<file path="src/design/mnzc_ram.sv">
`default_nettype none
module mnzc_ram #(
   parameter int WIDTH = 8,
   parameter int DEPTH = 16
) (
   input  wire logic                     clock,
   input  wire logic                     wr_en,
   input  wire logic [$clog2(DEPTH)-1:0] wr_addr,
   input  wire logic [WIDTH-1:0]         wr_data,
   input  wire logic                     rd_en,
   input  wire logic [$clog2(DEPTH)-1:0] rd_addr,
   output logic      [WIDTH-1:0]         rd_data
);

   logic [WIDTH-1:0] mem [DEPTH];
   logic [WIDTH-1:0] rd_data_ff;

   always_ff @(posedge clock) begin
      if (wr_en) begin
         mem[wr_addr] <= wr_data;
      end
      if (rd_en) begin
         rd_data_ff <= mem[rd_addr];
      end
   end

   assign rd_data = rd_data_ff;

endmodule
`default_nettype wire

</file>
<file path="config.mk">
export PLATFORM = sky130hd
export DESIGN_NAME = mnzc_ram
export DESIGN_NICKNAME = d
export VERILOG_FILES = /design/src/design/mnzc_ram.sv
export SDC_FILE = /design/constraint.sdc
export NUM_CORES = 1
export LEC_CHECK = 0
export BUFFER_PORTS_ARGS = -buffer_cell sky130_fd_sc_hd__buf_2
export CAP_MARGIN = 5
export CORE_ASPECT_RATIO = 0.75
export CORE_MARGIN = 2
export CORE_UTILIZATION = 53
export DETAILED_ROUTE_END_ITERATION = 6
export GPL_TIMING_DRIVEN = 0
export PLACE_DENSITY = 0.71
export SLEW_MARGIN = 20
export SYNTH_ARGS = -nofsm -noshare
export SYNTH_HDL_FRONTEND = slang
export SYNTH_SLANG_ARGS = --single-unit
</file>
<file path="constraint.sdc">
create_clock -name clock -period 2.95 [get_ports clock]
set_input_delay 0.1475 -clock clock [delete_from_list [all_inputs] [get_ports clock]]
set_output_delay 0.1475 -clock clock [all_outputs]
set_load 0.01 [all_outputs]
</file>
# Word level (Yosys, flattened, before mapping)
# Memory sizes are Yosys's and may differ from the RTL's. A register that Yosys moved wholly into a read port is not among the register bits.
# Cells that the tools add are included.
# totals
ram_bits	128
regBits	0
word_cells	3
n_memories	1
out_inout_bits	8
# memory_table
name	depth	width	read_ports	rd_ports_with_merged_regs	wr	line_no	rtl
mem	16	8	1	1	1	15	logic [WIDTH-1:0] mem [DEPTH];
# op_classes
muxes	2
# op_table
cell	n
two-way mux 1 bit	2

# Logic depth before layout (Yosys ltp)
# logic_depth
word_depth	2
mapped_depth	5

# Worst setup path after synthesis
# Ideal clock, no wire load.
# synth_timing
path_type	input-to-reg
from	in wr_addr[2]
to	mem mem[0][0], enable pin
t_arrival_ns	1.257
slack_ns	1.310
cell_stages	2
path_buffers	0
setup_time_ns	0.383
path_cell_list	or3b_2 -> nor3_1
# synth_lines
element	line_no	rtl
from (decl)	8	input wire logic [$clog2(DEPTH)-1:0] wr_addr,
to (decl)	15	
# Straight into the memory's write port.

==> flow_metrics.env <==
export IMPL_status="finished, final reports clean"
export IMPL_required_ns=3.09
export IMPL_hold_viol=0
export IMPL_clkSlewWorstSetupHoldPaths_ns=0.06
export IMPL_cts_tree="yes"
export IMPL_numCtsBuffers=17
export IMPL_fin_util_pct=62.8
export IMPL_die_h_um=90.0
export IMPL_synth_edf_count=136
export IMPL_area_growth_pct=15.5
export IMPL_syn_nets=248
export IMPL_relSlewSlack_pct=40.4
export IMPL_cts_resized=0
export IMPL_routed_wl_mm=10.1
export IMPL_grt_pass1_wl_mm=15.2
export IMPL_skew_ns=0.00471
export IMPL_grt_ovfl_total=0
export IMPL_endpoint_kind="register"
export IMPL_viasPerCell=5.86
export IMPL_synth_top_cell_by_area="edfxtp_1"
export IMPL_wire_per_inst_um=24.4
export IMPL_initial_core_util_pct=54.3
export IMPL_ys_seq_area_share_pct=78.1
export IMPL_rows=31
export IMPL_grt_use_total_pct=20.9
export IMPL_highest_layer="met4"
export IMPL_coreArea_um2=9620
export IMPL_setup_tns_ns=0
export IMPL_path_class="register to register"
export IMPL_yosysWarnings=0
export IMPL_fp_dieArea_um2=10700
export IMPL_wl_met1_mm=4.65
export IMPL_finalCriticalPeriod_ns=1.59
export IMPL_ioPinCount=27
export IMPL_hold_class="input pin to register"
export IMPL_syn_avg_cell_area_um2=22.8
export IMPL_wl_met2_mm=4.67
export IMPL_cap_violations=0
export IMPL_clock_path_buffers=2
export IMPL_ys_flop_type="edfxtp_1"
export IMPL_crit_arrival_ns=1.73
export IMPL_diodes=0
export IMPL_async_reset_ff_share_pct=0
export IMPL_htreeDepth=4
export IMPL_finalNetCount=292
export IMPL_antenna_found_initial=0
export IMPL_drv_slew=0
export IMPL_fp_dieW_um=119
export IMPL_worst_slew_pin_slew_ns=0.891
export IMPL_ant_nets=0
export IMPL_crit_fanout=1
export IMPL_grt_pass1_vias=2423
export IMPL_fmax_mhz=630
export IMPL_synth_seq_cells=136
export IMPL_cts_sink_count=136
export IMPL_yosysTopAreaCellShare_pct=78.1
export IMPL_drtIter0Drc=145
export IMPL_synthDistinctLibCells=18
export IMPL_ys_top_cells_by_area="edfxtp_1 78%, mux4_2 7.8%, mux4_1 7.0%"
export IMPL_place_congestion=0.722
export IMPL_root_buffer="clkbuf_16"
export IMPL_drc_errors=0
export IMPL_cts_hold_buf=0
export IMPL_drive_above_1_share_pct=27.6
export IMPL_cp_slowest_stage_delay_ns=0.57
export IMPL_crit_path_cell_trace="mux4_1 > a22oi_1 > nand2_1"
export IMPL_rrSetupSlack_ns=1.36
export IMPL_ir_drop_v=0.000474
export IMPL_grt_max_degree=17
export IMPL_crit_slowest_cell="mux4_1"
export IMPL_dp_hpwl_mm=6.29
export IMPL_yosysMostFrequentCell="edfxtp_1"
export IMPL_start_kind="register"
export IMPL_netlist_instances=229
export IMPL_synth_common_cells="136 x edfxtp_1, 18 x mux4_2, 16 x a22oi_1"
export IMPL_vias=2430
export IMPL_rsz0062_at_grt="false"
export IMPL_nFillCells=678
export IMPL_clkLatencyLatePin_ns=0.41
export IMPL_post_cts_setup_buffers=0
export IMPL_io_buffers=25
export IMPL_synth_area_um2=5230
export IMPL_finalCritPeriodShare_pct=53.8
export IMPL_setup_viol=0
export IMPL_p_leak_nw=2.00
export IMPL_cellPowerDensity_nw_per_um2=699
export IMPL_drt_pass1_iterations=5
export IMPL_wl_met3_um=683
-- flip-flops by register name, indices dropped and copies added, names as in the netlist --
signal / count
mem: 128
rd_data: 8
-- metal layers --
| metal | vias up | track usage, % |
|---|---|---|
| met4 | 0 | 8.93 |
| met3 | 10 | 5.84 |
| met1 | 1267 | 32.2 |
| met5 | - | 0 |
| li1 | 1067 | - |
| met2 | 86 | 28.1 |
-- where the power goes --
part | total (mW) | switching (mW) | internal [mW]
logic | 0.212 | 0.128 | 0.0843
registers | 2.19 | 0.00888 | 2.18
clock network | 1.82 | 0.697 | 1.12
total | 4.22 | 0.833 | 3.39
-- cell families (layout without fill, tap and decap cells) --
logic type	after synthesis	count (layout)	share of synthesized area, %
AO/OA/AOI/OAI	16	16	2.30
AND/OR/NAND/NOR	35	35	3.14
flip-flops	136	136	78.1
multiplexers	32	32	14.8
buffers and inverters	10	64	1.65
-- final cells by class --
cell class                      count  area, um^2  share of cell area (%)
Clock inverter                      8        58.8                   0.974
Multi-Input combinational cell     83        1080                    17.8
Sequential cell                   136        4080                    67.6
Tap cell                          132         165                    2.74
Buffer                             10        86.3                    1.43
Timing Repair Buffer               25         125                    2.07
Clock buffer                       21         440                    7.30
-- placed cells by master, fill, tap and decap left out, types with 2 or more instances in the layout --
master / instances
nor2_1: 13
clkdlybuf4s25_2: 3
buf_2: 28
clkbuf_1: 4
nor3_2: 4
nand3b_1: 2
mux4_2: 18
clkbuf_16: 17
nand2b_1: 2
edfxtp_1: 136
nand2_1: 9
a22oi_1: 16
buf_6: 3
clkinv_1: 5
mux4_1: 14
clkinv_2: 2
-- per-stage QoR --
| stage | hold WS (ns) | setup WS, ns | instances | instance area, um^2 | total power [mW] |
|---|---|---|---|---|---|
| 2_1_floorplan | 0.246 | 1.31 | 229 | 5230 | 2.34 |
| 3_3_place_gp | 0.495 | 0.737 | 386 | 5520 | 2.43 |
| 3_5_place_dp | 0.505 | 1.13 | 386 | 5540 | 2.44 |
| 4_1_cts | 0.0723 | 1.36 | 415 | 6040 | 4.24 |
| 5_1_grt | 0.0767 | 1.32 | 415 | 6040 | 4.35 |
| 6_report | 0.0801 | 1.36 | 415 | 6040 | 4.22 |
-- final timing paths --
check                       startpoint                    to  cells past startpoint
setup reg to reg   mem[5][0]$_DFFE_PP_  rd_data[0]$_DFFE_PP_                      3
hold / removal                   rd_en  rd_data[7]$_DFFE_PP_                      1
hold reg to reg   mem[10][1]$_DFFE_PP_  rd_data[1]$_DFFE_PP_                      3
setup / recovery   mem[5][0]$_DFFE_PP_  rd_data[0]$_DFFE_PP_                      3
-- worst max-delay path: cells and delay by family, from the launching register on --
kind,cells,cell delay [ns]
mux,1,0.57
compound gates,1,0.27
simple gates,1,0.14
flops,1,0.34
No activity file was read; power rests on OpenSTA's default activity.
